===== config.mk =====
export PLATFORM = sky130hd
export DESIGN_NAME = tdss_queue
export DESIGN_NICKNAME = d
export VERILOG_FILES = /design/src/hw/rtl/tdss_pkg.sv /design/src/hw/rtl/tdss_queue.sv
export SDC_FILE = /design/constraint.sdc
export NUM_CORES = 1
export LEC_CHECK = 0
export BUFFER_PORTS_ARGS = -buffer_cell sky130_fd_sc_hd__buf_2
export CORE_ASPECT_RATIO = 1.4
export CORE_MARGIN = 2
export CORE_UTILIZATION = 55
export DETAILED_ROUTE_END_ITERATION = 7
export GPL_TIMING_DRIVEN = 1
export PLACE_DENSITY = 0.88
export SYNTH_ARGS = -nofsm -noshare
export SYNTH_HDL_FRONTEND = slang
export SYNTH_SLANG_ARGS = --single-unit

===== constraint.sdc =====
create_clock -name clock -period 3.6 [get_ports clock]
set_input_delay 0.54 -clock clock [delete_from_list [all_inputs] [get_ports clock]]
set_output_delay 0.54 -clock clock [all_outputs]
set_load 0.1 [all_outputs]

===== src/hw/rtl/tdss_pkg.sv =====
// ----------------------------------------------------------------------------
// tdss_pkg
// shared types and constants of the table driven sound sequencer
// ----------------------------------------------------------------------------
package tdss_pkg;

   localparam int CHANNELS_DEF    = 8;
   localparam int TABLE_DEPTH_DEF = 512;
   localparam int RECORD_BASE_DEF = 96;

   localparam int QUEUE_DEPTH = 2;
   localparam int STEP_LIMIT  = 1024;
   localparam int GUARD_W     = 11;

   localparam logic [7:0] START_FLAG  = 8'h80;
   localparam logic [3:0] CONTROL_REG = 4'h8;

   localparam logic [2:0] MODE_TICK    = 3'd0;
   localparam logic [2:0] MODE_START   = 3'd1;
   localparam logic [2:0] MODE_STOP    = 3'd2;
   localparam logic [2:0] MODE_SILENCE = 3'd3;
   localparam logic [2:0] MODE_WRITE   = 3'd4;

   typedef enum logic [1:0] {
      KIND_TICK    = 2'd0,
      KIND_ROW     = 2'd1,
      KIND_SILENCE = 2'd2,
      KIND_WRITE   = 2'd3
   } kind_type;

   typedef struct packed {
      kind_type   kind;
      logic [7:0] sound;
      logic       keep;
      logic       zero_offset;
      logic [8:0] addr;
      logic [7:0] data;
   } cmd_type;

endpackage


===== src/hw/rtl/tdss_queue.sv =====
// ----------------------------------------------------------------------------
// tdss_queue
// short command queue between the decode side and the sequencer
// ----------------------------------------------------------------------------
module tdss_queue (
   input  logic              clock,
   input  logic              reset,
   input  logic              push,
   input  tdss_pkg::cmd_type push_cmd,
   output logic              full,
   input  logic              pop,
   output logic              head_valid,
   output tdss_pkg::cmd_type head_cmd
);

   localparam int PW = (tdss_pkg::QUEUE_DEPTH > 1) ? $clog2(tdss_pkg::QUEUE_DEPTH) : 1;
   localparam int CW = $clog2(tdss_pkg::QUEUE_DEPTH + 1);

   tdss_pkg::cmd_type slot_ff [tdss_pkg::QUEUE_DEPTH];
   logic [PW-1:0]     wp_ff, wp_in, rp_ff, rp_in;
   logic [CW-1:0]     cnt_ff, cnt_in;

   assign full       = (cnt_ff == CW'(tdss_pkg::QUEUE_DEPTH));
   assign head_valid = (cnt_ff != '0);
   assign head_cmd   = slot_ff[rp_ff];

   always_comb begin
      wp_in  = wp_ff;
      rp_in  = rp_ff;
      cnt_in = cnt_ff;
      if (push) begin
         wp_in = (wp_ff == PW'(tdss_pkg::QUEUE_DEPTH - 1)) ? '0 : wp_ff + 1'b1;
      end
      if (pop) begin
         rp_in = (rp_ff == PW'(tdss_pkg::QUEUE_DEPTH - 1)) ? '0 : rp_ff + 1'b1;
      end
      if (push && !pop) begin
         cnt_in = cnt_ff + 1'b1;
      end else if (pop && !push) begin
         cnt_in = cnt_ff - 1'b1;
      end
   end

   always_ff @(posedge clock) begin
      if (reset) begin
         wp_ff  <= '0;
         rp_ff  <= '0;
         cnt_ff <= '0;
      end else begin
         wp_ff  <= wp_in;
         rp_ff  <= rp_in;
         cnt_ff <= cnt_in;
      end
   end

   always_ff @(posedge clock) begin
      if (push) begin
         slot_ff[wp_ff] <= push_cmd;
      end
   end

endmodule


==> flow_summary.toml, run 1 <==
[route]
drt_pass1_iterations = 6
drc = 4
drtIter0Drc = 48
wl_per_cell_um = 16.2
vias = 1212
avgViaCountPerCell = 5.18
drt-total-wl_um = 3780
ant_nets = 0

[power]
ir_drop_mv = 0.489
power_density_nw_per_um2 = 633
p_leak_nw = 1.09
power_mw = 1.79

[flow_run]
drv_cap = 0

[critical_path]
timing.rr.start = "wp_ff"
crit_path_max_incr_delay_ns = 0.64
critical_path_class = "flop to primary output"
required_ns = 3.06
worst_r2r_path_depth = 2
arrival_ns = 1.97
endpoint_kind = "primary output"
slowest_stage = "dfxtp_1"
worstPathCellList = "buf_4 -> mux2_2 -> buf_2"
r2r_setup_slack_ns = 1.99
cp_max_fo = 17
rr_endpoint = "slot_ff[1][3]"
crit_path_start_kind = "flop"

[logic_synthesis]
netlist_area_um2 = 2300
synth.ff_latch_count = 63
yosysWarningCount = 0
synth.lib_cells_used.distinct = 18
synth_seq_area_share_pct = 80.0
netlist_instances = 112
syn_area_per_cell_um2 = 20.6
synth_nets = 146

[placed_design]
place_worst_setup_slack_ns = 1.42
place_area_um2 = 2670
place.gp.congestion = 0.665
numPortBuffers = 63
dp_hpwl_um = 2770

[die]
initial_core_util_pct = 57.8
fp.dieH_um = 80.6
rows = 27
die-area_um2 = 4730
coreArea_um2 = 3990
ioPinCount = 64
die_width_um = 58.7

[global_route]
grt_pass1_vias = 1261
grt_pass1_wl_um = 5550
grt_overflow = 0
grt_max_degree = 18
antenna_found_initial = 0
grt_usage_pct = 16.9

[timing]
setup_viol = 0
rsz0062_at_grt = "false"
fin_crit_ns = 2.51
hold_viol_final = 0
maxSlewViolCount = 0
fin_worst_skew_ns = 0.00668
post-route-period-util_pct = 69.6
layout_setup_ws_ns = 1.09
worstMarginPinSlew_ns = 0.710
timing.fmax_mhz = 399
slew_headroom_pct = 52.5
tns_ns = 0

[clock_network]
clk_latency_ns = 0.31
cts_sinks = 63
clk_pin_slew_ns = 0.06
cts_buffer_depth = 2
cts_tree = "built"
root_buffer = "clkbuf_8"
cts_setup_buffers = 0
htreeDepth = 3
holdBufCountCts = 0
cts_resized = 0
cts_buffers = 9

[cells_and_area]
syn2layout_area_growth_pct = 22.8
drive_above_1_share_pct = 57.1
final_cell_mix = "buf_2 (63), edfxtp_1 (58), mux2_2 (29), clkbuf_8 (9), dfxtp_1 (5)"
fin_nets = 220
design_area_um2 = 2830
fillerInstances = 253
final_common_cell = "buf_2"
n_antenna_cell = 0

[status]
status = "finished with violations"
violations = "DRC"

[min_path]
hp-class = "input pin to flop"
holdCritStartpoint = "push_cmd[17]"
hold_depth = 1
hold_end = "slot_ff[1][17]"
==> power by group <==
part	internal (mW)	switching (mW)	total, mW
combinational	0.0881	0.364	0.452
clock	0.239	0.229	0.468
sequential	0.852	0.0192	0.871
==> critical path, delay by kind of cell, from the launching register on <==
kind	cells	cell delay, ns
buf+inv	2	0.64
mux	1	0.36
flops	1	0.64
==> flip-flops by register name, indices dropped and copies added, names as in the netlist, named ones only <==
name	cells
cnt_ff	2
wp_ff	1
rp_ff	1
slot_ff	58
==> kinds of logic (layout without fill, tap and decap cells) <==
logic type	Yosys count	after routing	synth area share, %
xor gates and xnor gates	4	4	1.52
and+or+nand+nor	9	9	2.12
adders and majority gates	1	1	0.543
DFF	63	63	80.0
AOI/OAI and AO/OA	2	2	0.434
muxes	29	29	14.2
buffers and inverters	4	83	1.20
==> layout make-up <==
class | instances | area (um2) | share of cell area, %
clock inverters | 6 | 27.5 | 0.973
repair buffers | 66 | 338 | 11.9
flip-flops and latches | 63 | 1840 | 65.1
inverters | 1 | 3.75 | 0.133
clock buffers | 10 | 128 | 4.51
well taps | 43 | 53.8 | 1.90
multi-input cells | 45 | 435 | 15.4
==> per-layer routing <==
metal	routed length [um]	global-route usage, %	vias up
met3	214	4.67	8
met1	1360	16.6	581
met5	0	0	-
met4	78	10.5	0
met2	2130	30.3	45
li1	-	-	578
==> stage by stage <==
step | hold WS, ns | instances | util (%)
finish | 0.415 | 234 | 70.9
global route | 0.395 | 234 | 70.9
floorplan | 0.456 | 112 | -
global placement | 0.470 | 218 | 67.0
CTS | 0.400 | 234 | 70.9
detailed placement | 0.518 | 218 | 67.0
==> worst max path at each step <==
stage | start | end | slack (ns)
CTS | flop | head_cmd[18] | 1.07
global placement | flop | head_cmd[9] | 1.43
finish | flop | head_cmd[26] | 1.09
global route | flop | head_cmd[9] | 0.97
detailed placement | flop | head_cmd[26] | 1.42
floorplan | push | slot_ff[0][0] | 1.32
==> cell usage after synthesis, drive strengths merged <==
master	n	share of area [%]
ha	1	0.54
buf	3	1.0
edfxtp	58	76
inv	1	0.16
nor2	4	0.65
o21ai	1	0.22
or3	1	0.27
a21oi	1	0.22
or2	1	0.27
and2	1	0.27
mux2	29	14
and2b	1	0.38
dfxtp	5	4.3
xor2	2	0.76
nor2b	1	0.27
xnor2	2	0.76
Power figures use the tool's default switching activity.
==> run 2, diff against run 1 <==
- CORE_UTILIZATION: 55 -> 51
- PLACE_DENSITY: 0.88 -> 0.83
- clock period: 3.6 -> 2.52 ns (I/O delays scaled with it)
==> flow_summary.toml, run 2 (synthesis gave the netlist of run 1 again) <==
[status]
status = "finished, final reports clean"

[placed_design]
dp_hpwl_um = 2940
place.gp.congestion = 0.664
numPortBuffers = 63
place_worst_setup_slack_ns = 0.819

[route]
drt-total-wl_um = 4080
avgViaCountPerCell = 4.83
drc = 0
drtIter0Drc = 25
vias = 1218
drt_pass1_iterations = 4
ant_nets = 0
wl_per_cell_um = 16.2

[timing]
fin_crit_ns = 2.05
worstMarginPinSlew_ns = 0.516
setup_viol = 0
layout_setup_ws_ns = 0.468
slew_headroom_pct = 65.4
hold_viol_final = 0
timing.fmax_mhz = 487
tns_ns = 0
maxSlewViolCount = 0
fin_worst_skew_ns = 0.00536
post-route-period-util_pct = 81.4
rsz0062_at_grt = "false"

[cells_and_area]
fin_nets = 221
fillerInstances = 264
drive_above_1_share_pct = 58.3
final_cell_mix = "edfxtp_1 (58), buf_2 (34), buf_12 (31), mux2_2 (29), clkbuf_8 (9)"
seqCellArea_um2 = 1840
largest_registers = "slot_ff: 58 flops, cnt_ff: 2 flops"
syn2layout_area_growth_pct = 45.2
largest_reg_flops = 58
multi_input_area_um2 = 435
top_register = "slot_ff"
final_common_cell = "edfxtp_1"
n_antenna_cell = 0

[clock_network]
htreeDepth = 3
cts_buffer_depth = 2
cts_buffers = 9
cts_setup_buffers = 0
cts_resized = 0
clk_pin_slew_ns = 0.06
cts_tree = "built"
root_buffer = "clkbuf_8"
clk_latency_ns = 0.34
holdBufCountCts = 0
cts_sinks = 63

[critical_path]
crit_path_start_kind = "flop"
worstPathCellList = "buf_12 -> mux2_2 -> buf_12"
endpoint_kind = "primary output"
critical_path_class = "flop to primary output"
slowest_stage = "dfxtp_1"
required_ns = 2.14
cp_max_fo = 22
crit_buf_inv = 2
cp_top_family = "flip-flops"
arrival_ns = 1.67
crit_path_max_incr_delay_ns = 0.55
path_common_cell = "buf_12"
r2r_setup_slack_ns = 1.12

[die]
coreArea_um2 = 4270
fp.dieH_um = 83.5
die-area_um2 = 5080
die_width_um = 60.8
ioPinCount = 64
initial_core_util_pct = 53.9
rows = 28

[power]
combinationalPowerShare_pct = 29.3
swShare_pct = 32.3
pwr-share-seq_pct = 42.9
pwr-share-clk_pct = 27.8
ir_drop_mv = 0.537
power_density_nw_per_um2 = 867
p_leak_nw = 1.28
p_int_mw = 1.96
power_mw = 2.90
switching_power_mw = 0.936

[global_route]
grt_usage_pct = 18.8
grt_pass1_wl_um = 6470
antenna_found_initial = 0
grt_max_degree = 23
grt_overflow = 0
grt_pass1_vias = 1320

[flow_run]
drv_cap = 0

[min_path]
hp-class = "input pin to flop"
-- run 2: cell types whose count changed in the layout (fill, tap and decap cells not counted) --
cell / change
buf_12: +31
buf_2: -29
buf_4: -1
bufinv_16: +1
clkbuf_1: +1
clkinv_1: -3
clkinv_2: +2
clkinvlp_4: -1
-- run 2: layer usage --
layer / up-vias / part of all wire, % / global-route usage (%)
met3: 8 / 7.2 / 8.68
met1: 586 / 36 / 19.3
met2: 46 / 55 / 30.7
li1: 578 / - / -
met5: - / 0 / 0
met4: 0 / 2.4 / 10.1
-- run 2: final cells by class --
type                            count  area share [%]
Sequential cell                    63            55.1
Clock buffer                       11            3.93
Clock inverter                      5            1.46
Tap cell                           60            2.25
Timing Repair Buffer               67            24.1
Multi-Input combinational cell     45            13.0
Inverter                            1           0.112
-- run 2: worst paths after layout --
check              startpoint  depth (start not counted)             end
setup / recovery         flop                          3    head_cmd[14]
hold / removal    push_cmd[0]                          1   slot_ff[1][0]
setup reg to reg        wp_ff                          2  slot_ff[0][22]
hold reg to reg     cnt_ff[1]                          2       cnt_ff[1]
-- run 2: power groups by stage --
stage | Sequential, mW | Clock [mW] | Combinational (mW)
floorplan | 1.25 | 0 | 0.552
global placement | 1.26 | 0 | 0.842
detailed placement | 1.26 | 0 | 0.853
CTS | 1.24 | 0.822 | 0.855
global route | 1.25 | 0.864 | 0.875
finish | 1.24 | 0.804 | 0.849
-- run 2: metrics by stage --
| stage | cells | util, % | area, um2 | hold WS [ns] |
|---|---|---|---|---|
| 2_1_floorplan | 112 | - | 2300 | 0.447 |
| 3_3_place_gp | 236 | 74.0 | 3160 | 0.470 |
| 3_5_place_dp | 236 | 74.0 | 3160 | 0.508 |
| 4_1_cts | 252 | 78.2 | 3340 | 0.208 |
| 5_1_grt | 252 | 78.2 | 3340 | 0.207 |
| 6_report | 252 | 78.2 | 3340 | 0.224 |
