`config.mk`:
```
export PLATFORM = sky130hd
export DESIGN_NAME = tdss_front
export DESIGN_NICKNAME = d
export VERILOG_FILES = /design/src/hw/rtl/tdss_pkg.sv /design/src/hw/rtl/tdss_front.sv
export SDC_FILE = /design/constraint.sdc
export NUM_CORES = 1
export LEC_CHECK = 0
export ABC_AREA = 1
export BUFFER_PORTS_ARGS = -buffer_cell sky130_fd_sc_hd__buf_4
export CAP_MARGIN = 20
export CORE_MARGIN = 10
export CORE_UTILIZATION = 21
export CTS_BUF_LIST = sky130_fd_sc_hd__clkbuf_16
export CTS_CLUSTER_DIAMETER = 50
export DETAILED_ROUTE_END_ITERATION = 8
export GPL_TIMING_DRIVEN = 1
export PLACE_DENSITY = 0.89
export SLEW_MARGIN = 20
export SYNTH_ARGS = -nofsm -noshare
export SYNTH_HDL_FRONTEND = slang
export SYNTH_SLANG_ARGS = --single-unit
```
`constraint.sdc`:
```
create_clock -name clock -period 0.85 [get_ports clock]
set_clock_uncertainty 0.15 [all_clocks]
set_input_delay 0 -clock clock [delete_from_list [all_inputs] [get_ports clock]]
set_output_delay 0 -clock clock [all_outputs]
set_load 0.01 [all_outputs]
```
`src/hw/rtl/tdss_pkg.sv`:
```
// ----------------------------------------------------------------------------
// tdss_pkg
// shared types and constants of the table driven sound sequencer
// ----------------------------------------------------------------------------
package tdss_pkg;

   localparam int CHANNELS_DEF    = 8;
   localparam int TABLE_DEPTH_DEF = 512;
   localparam int RECORD_BASE_DEF = 96;

   localparam int QUEUE_DEPTH = 2;
   localparam int STEP_LIMIT  = 1024;
   localparam int GUARD_W     = 11;

   localparam logic [7:0] START_FLAG  = 8'h80;
   localparam logic [3:0] CONTROL_REG = 4'h8;

   localparam logic [2:0] MODE_TICK    = 3'd0;
   localparam logic [2:0] MODE_START   = 3'd1;
   localparam logic [2:0] MODE_STOP    = 3'd2;
   localparam logic [2:0] MODE_SILENCE = 3'd3;
   localparam logic [2:0] MODE_WRITE   = 3'd4;

   typedef enum logic [1:0] {
      KIND_TICK    = 2'd0,
      KIND_ROW     = 2'd1,
      KIND_SILENCE = 2'd2,
      KIND_WRITE   = 2'd3
   } kind_type;

   typedef struct packed {
      kind_type   kind;
      logic [7:0] sound;
      logic       keep;
      logic       zero_offset;
      logic [8:0] addr;
      logic [7:0] data;
   } cmd_type;

endpackage

```
`src/hw/rtl/tdss_front.sv`:
```
// ----------------------------------------------------------------------------
// tdss_front
// accepts request words, decodes the mode and holds the play register
// ----------------------------------------------------------------------------
module tdss_front (
   input  logic              clock,
   input  logic              reset,
   input  logic              req_tvalid,
   output logic              req_tready,
   input  logic [31:0]       req_tdata,
   input  logic [2:0]        req_tuser,
   input  logic              csr_valid,
   output logic              csr_ready,
   input  logic              csr_data,
   input  logic              q_full,
   output logic              push,
   output tdss_pkg::cmd_type push_cmd
);

   logic       play_ff;
   logic       play_in;
   logic [2:0] mode;
   logic       known;

   assign req_tready = !q_full;
   assign csr_ready  = 1'b1;
   assign mode       = req_tuser;
   assign play_in    = (csr_valid && csr_ready) ? csr_data : play_ff;

   always_ff @(posedge clock) begin
      if (reset) begin
         play_ff <= 1'b0;
      end else begin
         play_ff <= play_in;
      end
   end

   always_comb begin
      push_cmd.sound       = req_tdata[7:0];
      push_cmd.addr        = req_tdata[17:9];
      push_cmd.data        = req_tdata[25:18];
      push_cmd.kind        = tdss_pkg::KIND_TICK;
      push_cmd.keep        = 1'b0;
      push_cmd.zero_offset = 1'b1;
      known                = 1'b1;
      case (mode)
         tdss_pkg::MODE_TICK: begin
            push_cmd.kind = tdss_pkg::KIND_TICK;
         end
         tdss_pkg::MODE_START: begin
            push_cmd.kind        = tdss_pkg::KIND_ROW;
            push_cmd.keep        = play_ff & req_tdata[8];
            push_cmd.zero_offset = !play_ff;
         end
         tdss_pkg::MODE_STOP: begin
            push_cmd.kind = tdss_pkg::KIND_ROW;
         end
         tdss_pkg::MODE_SILENCE: begin
            push_cmd.kind = tdss_pkg::KIND_SILENCE;
         end
         tdss_pkg::MODE_WRITE: begin
            push_cmd.kind = tdss_pkg::KIND_WRITE;
         end
         default: begin
            known = 1'b0;
         end
      endcase
   end

   assign push = req_tvalid && req_tready && known;

endmodule

```
==> run summary, run 1 <==
The worst setup path is launched from a register. The critical path is of the register to output port type. The tools report the final-report setup violation count as 0. The worst slack at placement is 0.0803 ns. The largest single stage delay on the critical path is 0.33 ns. The synthesized netlist net count was 90.

The flip-flop count of the largest register, all copies and words added came out at 1. The global router's overall resource usage is 0.0637, and the average via count per standard cell is 4.12. The count of boundary I/O pins came out at 73.

The number of global-route vias before repair came out at 405. The area overhead of the layout relative to synthesis came out at 60.6%. The largest registers in the layout are play_ff (1). The final worst-path cycle share was 0.882; the data arrival time of the critical path was 0.60 ns.

The count of fill cells added during filler insertion was 135. In the final routed layout, each cell accounts on average for 16.1 µm. The cell depth of the worst hold path was 2. The switching power summed over all nets is 0.101 mW. The logs give 0 for the number of max-slew violations in the final report and 0 ns for the total negative setup slack.

The port buffer count is 15. The worst register-to-register path ends at play_ff. Mapped cell area: 308 µm².

For the combinational fraction of design power, the log shows 0.814. The first-pass iteration count of the detailed router was 4; the clock transition at the registers of the reported paths was 0 ns. Worst reg2reg path depth: 2.

After layout, the minimum clock period comes to 0.750 ns. The slowest stage cell on the critical path was sky130_fd_sc_hd__dfxtp_1. After the last flow step, the layout net total stands at 106.

For the number of endpoints with negative hold slack in the final report, the log shows 0. The part of the power in registers was 0.186. Data on the critical path is required at its endpoint by 0.70 ns. Summed over all cells, the static leakage comes to 0.242 nW. The tools report the number of warning messages in the yosys log as 0. Derived from the worst setup path, the maximum achievable clock frequency is 1330 MHz. The fraction of synthesized cell area taken by the top area cell type is 0.634, and the DRC violation count after routing is 0.

The post-route non-filler standard cell count came out at 78. Routability-driven placement finished with a final weighted congestion of 0.669. The tools report the number of placed cells counting well taps as 53. The worst min-delay path category is input port to register. The core area is 1330 µm², and the number of vias in the routed layout is 321. Hold path startpoint: reset.

After floorplanning, the core was divided into 13 placement rows. Post-detailed-routing wire length: 1260 µm. The kind of end point of the critical path is an output port. The total power per unit cell area is 571 nW/µm². Across the run, the number of max-cap violations was 0. Across the VDD grid, the largest voltage drop is 344 µV.

The count of unique library cells instantiated by Yosys was 9; the die area was 3400 µm². In this run the remaining antenna-violating nets after routing total 0. The initial antenna violation count came out at 0. For this block, the initial DRC count from the detailed router was 4. The flip-flop and latch count after synthesis works out to 1.

In this run the worst path has a maximum fanout of 3. The tools report the pin count of the biggest net entering global routing as 6. In the synthesized netlist, the number of instances is 49. The run gives 0 as the total congestion overflow after global routing. The flow ran to the end, and the final reports show no timing, DRC or antenna violations. Setup repair after global routing left no endpoint under its margin. The worst register-to-register path begins at play_ff. The first global-routing pass estimated 1880 µm of wire. The y dimension of the die is 58.3 µm, and the mean instance size in the synthesized netlist is 6.28 µm². The share of post-route cells with drive strength above 1 is 0.238.

0 antenna diodes ended up in the layout. By area the synthesized netlist is led by sky130_fd_sc_hd__buf_4 (63%), sky130_fd_sc_hd__nand2_1 (7.3%), sky130_fd_sc_hd__dfxtp_1 (6.5%), sky130_fd_sc_hd__nand3_1 (6.5%), sky130_fd_sc_hd__nor2_1 (6.1%). Broken down by cell family, the worst path's largest delay share belongs to flip-flops.

The proportion of power drawn by the clock network was 0; the switching part of the total power was 0.356. The register containing the most flip-flops in the final layout was play_ff. In this run the register-to-register setup slack is 0.14 ns.

The path with the worst hold slack has its endpoint at play_ff. The share of synthesized area occupied by flip-flops and latches came out at 0.0650. The logs give 0.231 for the starting utilization of the core area and 0.00475 ns for the tightest hold margin. The die is 58.3 µm wide. The cell type with the highest aggregate area in the netlist was sky130_fd_sc_hd__buf_4. The run gives 0 ns as the clock network latency to the later pin of the worst-skew pair. The signal on the critical path passes through nand2_1 > nor2_1 > buf_4.

Cell internal power was estimated by the tool at 0.182 mW. The worst path buffer plus inverter count was 1. For the minimum setup slack in the final design, the log shows 0.100 ns.
## worst max path at each step
stage / slack (ns) / from / cells after the start / endpoint
floorplan: 0.16 / play_ff / 2 / push_cmd[18]
global placement: 0.09 / play_ff / 3 / push_cmd[18]
detailed placement: 0.08 / play_ff / 3 / push_cmd[18]
CTS: 0.07 / play_ff / 3 / push_cmd[18]
global route: 0.01 / req_tuser[2] / 5 / push_cmd[18]
finish: 0.10 / play_ff / 3 / push_cmd[18]
## per-layer routing
| layer | track usage | up-vias | wire length, µm |
|---|---|---|---|
| met5 | 0 | - | 0 |
| met4 | 0 | 0 | 0 |
| met3 | 0.0523 | 0 | 243 |
| met2 | 0.126 | 38 | 643 |
| met1 | 0.0483 | 134 | 370 |
| li1 | - | 149 | - |
## power by group through the flow
stage,Clock (mW),Combinational (mW),Sequential (mW)
floorplan,0,0.158,0.0519
global placement,0,0.0928,0.0524
detailed placement,0,0.0955,0.0525
CTS,0,0.234,0.0525
global route,0,0.250,0.0531
finish,0,0.230,0.0524
## repair_timing
item | in CTS | in global routing
hold endpoints to repair | 25 | 0
buffers inserted | 0 | 0
hold buffers | 25 | 0
endpoints found under the setup margin | 0 | 1
resized for setup | 0 | 0
## area by class of cell
type | count | area (µm²) | area share
inverter | 4 | 15.0 | 0.0304
sequential | 1 | 20.0 | 0.0405
timing repair buffer | 40 | 363 | 0.734
multi-input combinational | 18 | 77.6 | 0.157
tap | 15 | 18.8 | 0.0380
## cell usage in the layout, fill, tap and decap left out
| master | count |
|---|---|
| sky130_fd_sc_hd__nand3_1 | 4 |
| sky130_fd_sc_hd__dlygate4sd3_1 | 25 |
| sky130_fd_sc_hd__inv_1 | 4 |
| sky130_fd_sc_hd__nand3b_1 | 1 |
| sky130_fd_sc_hd__a21oi_1 | 1 |
| sky130_fd_sc_hd__nand2_1 | 6 |
| sky130_fd_sc_hd__dfxtp_1 | 1 |
| sky130_fd_sc_hd__conb_1 | 1 |
| sky130_fd_sc_hd__buf_4 | 15 |
| sky130_fd_sc_hd__nor2_1 | 5 |
## synth_stat cells, drive strengths merged
cell type / instances
dfxtp: 1
nand3b: 1
buf: 26
inv: 4
nor2: 5
nand3: 4
nand2: 6
a21oi: 1
conb: 1
## per-stage QoR
| step | util | instance area [µm²] | total power [mW] |
|---|---|---|---|
| 2_1_floorplan | - | 308 | 0.210 |
| 3_3_place_gp | 0.183 | 244 | 0.145 |
| 3_5_place_dp | 0.183 | 244 | 0.148 |
| 4_1_cts | 0.371 | 494 | 0.286 |
| 5_1_grt | 0.371 | 494 | 0.303 |
| 6_report | 0.371 | 494 | 0.282 |
## worst register-to-register path, stage by stage (launching register included)
cell,delay [ns]
sky130_fd_sc_hd__dfxtp_1,0.33
sky130_fd_sc_hd__nand2_1,0.06
sky130_fd_sc_hd__a21oi_1,0.10
## cell families (layout without fill, tap and decap cells)
kind of cell           after synthesis  in the layout  share of synthesized area
and+or+nand+nor                     16             16                      0.224
DFF                                  1              1                     0.0650
AOI/OAI and AO/OA                    1              1                     0.0162
buffers and inverters               30             44                      0.683
other                                1              1                     0.0122
Note: power is estimated with default switching activity, not from simulation.
==> run 2, diff against run 1 <==
==> constraint.sdc (replaced) <==
create_clock -name clock -period 0.85 [get_ports clock]
set_clock_uncertainty 0.15 [all_clocks]
set_input_delay 0 -clock clock [delete_from_list [all_inputs] [get_ports clock]]
set_output_delay 0 -clock clock [all_outputs]
set_load 0.05 [all_outputs]
==> run 2 against run 1 <==
  * The run now ends with negative hold slack left
  * Wire length is 49% lower
  * Power is 20% lower
  * Critical path type unchanged
  * Critical endpoint is now push_cmd[17]
  * Sequential power barely moved
==> run summary, run 2 (synthesis gave the netlist of run 1 again) <==
The checks that failed: negative hold slack. The number of max-slew violations in the final report came out at 0 (unchanged). The leakage power figure is 0.163 nW (-33%). The switching power summed over all nets was 0.106 mW (+5.1%); the number of logic stages on the critical path including buffering was 3 (unchanged).

The critical path goes through buf_6 > nand3_2 > buf_4. The most common cell after layout, fill and taps aside was sky130_fd_sc_hd__buf_4. The run gives 1230 MHz (-7.7%) as the maximum frequency from static timing analysis.

Setup repair after global routing left no endpoint under its margin. The number of vias in the routed layout is 225 (-30%). The worst path buffer plus inverter count works out to 2 (+1). The clock transition at the registers of the reported paths is 0 ns (unchanged).

The tools report the core area as 1330 µm² (unchanged). The tools report the global router's overall resource usage as 0.0365 (-0.0272). The tightest min-delay check is of the input port to output port type.

The biggest fanout along the worst timing path is 2 (-1), and the total power per unit cell area is 733 nW/µm² (+28%). The number of global-route vias before repair came out at 245 (-40%). The run gives 0 (unchanged) as the total congestion overflow after global routing. The proportion of power drawn by the clock network came out at 0 (unchanged). The run finished, with violations left. Type of element launching the critical path: a register.

Count of fill cells added during filler insertion: 156 (+16%). The tools report the peak supply drop as 350 µV (+1.5%). The tools report the standard-cell row count as 13 (unchanged).

The tightest hold margin is -0.150 ns (-0.155 ns). The starting utilization of the core area came out at 0.231 (unchanged). The detailed router's first-iteration violation count is 1 (-3), and the detailed placer's ending HPWL is 572 µm.

The switching part of the total power is 0.469 (+0.112), and the share of post-route cells with drive strength above 1 is 0.625 (+0.387). The tools report the pin count of the biggest net entering global routing as 6 (unchanged). The number of maximum-capacitance constraint violations came out at 0 (unchanged). Y dimension of the die: 58.3 µm (unchanged). More flip-flops sit in one register than any other, and that register is play_ff. The die width is 58.3 µm (unchanged).

The logs give 642 µm (-49%) for the post-detailed-routing wire length and -0.00231 ns (-0.0826 ns) for the worst slack at placement. The weighted congestion reported at the end of routability-driven placement was 0.681 (+1.8%); the final antenna diode count was 0 (unchanged). The tools report the initial antenna violation count as 0 (unchanged). The run gives 3400 µm² (unchanged) as the die area. The worst reg2reg path depth was 3 (+1); the minimum setup slack in the final design was 0.0377 ns (-0.0624 ns).

Combinational fraction of design power: 0.767 (-0.047). The DRC violation count after routing came out at 0 (unchanged). The average via count per standard cell works out to 4.09 (-0.59%). The first-pass iteration count of the detailed router came out at 4 (unchanged). The worst setup path is captured at an output port. In the layout the commonest cells are sky130_fd_sc_hd__buf_4 (14), sky130_fd_sc_hd__nand2_1 (5), sky130_fd_sc_hd__nor2_1 (3), sky130_fd_sc_hd__inv_1 (3), sky130_fd_sc_hd__buf_6 (3).

Part of the power in registers: 0.233 (+0.047). The run gives 25 (+25) as the number of endpoints with negative hold slack in the final report. The post-route minimum period came out at 0.812 ns (+0.0624 ns).

The run gives 0 (unchanged) as the total setup buffers inserted after CTS. The data arrival time of the critical path was 0.66 ns (+0.06 ns); the flip-flop count of the largest register, all copies and words added was 1 (unchanged). The port buffer count was 15 (unchanged).

For the global-route wire length before repair, the log shows 1080 µm (-42%). The wire length per cell came out at 11.7 µm (-28%). The cell depth of the worst hold path is 0 (-2), and the delay of the slowest critical-path stage is 0.31 ns (-0.02 ns).

The count of boundary I/O pins was 73 (unchanged); the area overhead of the layout relative to synthesis was 0%. The largest individual stage delay along the critical path comes from the cell sky130_fd_sc_hd__dfxtp_2. The critical path is of the register to output port type.

The largest registers in the layout are play_ff (1). Net total in the final layout: 83 (-22%). The remaining antenna violation count after routing was 0 (unchanged). Final-report setup violation count: 0 (unchanged). The final worst-path cycle share works out to 0.956 (+0.0735). For the total internal power, the log shows 0.120 mW (-34%). Clock network latency to the later pin of the worst-skew pair: 0 ns (unchanged). Kind of cell adding the most delay to the critical path: flip-flops.

The required time at the endpoint of the critical path was 0.70 ns (about the same).
## run 2: cell types whose count changed in the layout (fill, tap and decap cells not counted), sizes merged
cell	previous run	this run
buf	15	17
dlygate4sd3	25	0
## run 2: final timing paths
kind,from,to,slack (ns)
setup / recovery,play_ff,push_cmd[17],0.04
hold / removal,req_tdata[18],push_cmd[0],-0.15
setup reg to reg,play_ff,play_ff,0.06
hold reg to reg,play_ff,play_ff,0.41
## run 2: area by class of cell
cell class | count | area, µm² | area share
Sequential cell | 1 | 21.3 | 0.0691
Timing Repair Buffer | 17 | 139 | 0.451
Multi-Input combinational cell | 18 | 114 | 0.370
Inverter | 4 | 15.0 | 0.0488
Tap cell | 15 | 18.8 | 0.0610
## run 2: layer usage
| layer | vias up | track usage | wire [µm] |
|---|---|---|---|
| li1 | 103 | - | - |
| met1 | 101 | 0.0366 | 234 |
| met2 | 19 | 0.0592 | 290 |
| met3 | 2 | 0.0240 | 113 |
| met4 | 0 | 0.0134 | 4 |
| met5 | - | 0 | 0 |
## run 2: worst register-to-register path, cell delays in order (launching register included)
cell                      delay [ns]
sky130_fd_sc_hd__dfxtp_2        0.31
sky130_fd_sc_hd__buf_6          0.10
sky130_fd_sc_hd__nand2_4        0.04
sky130_fd_sc_hd__a21oi_2        0.12
## run 2: metrics by stage
step                      area, µm²  std cells  total power, mW   util  setup TNS (ns)
after detailed placement        279         55            0.212  0.209        -0.00231
after floorplan                 328         49            0.463      -          -0.104
final                           308         55            0.226  0.231               0
after global placement          279         55            0.210  0.209               0
after global routing            308         55            0.240  0.231               0
after CTS                       283         55            0.216  0.212               0
## run 2: timing repair
action / CTS / global route
pin swaps: 0 / 2
hold endpoints to repair: 25 / 25
endpoints found under the setup margin: 1 / 4
resized for setup: 1 / 8
## run 2: power by group through the flow
stage	clock network (mW)	registers (mW)	logic, mW
global route	0	0.0529	0.187
finish	0	0.0526	0.173
CTS	0	0.0517	0.164
floorplan	0	0.0524	0.410
detailed placement	0	0.0517	0.161
global placement	0	0.0516	0.158
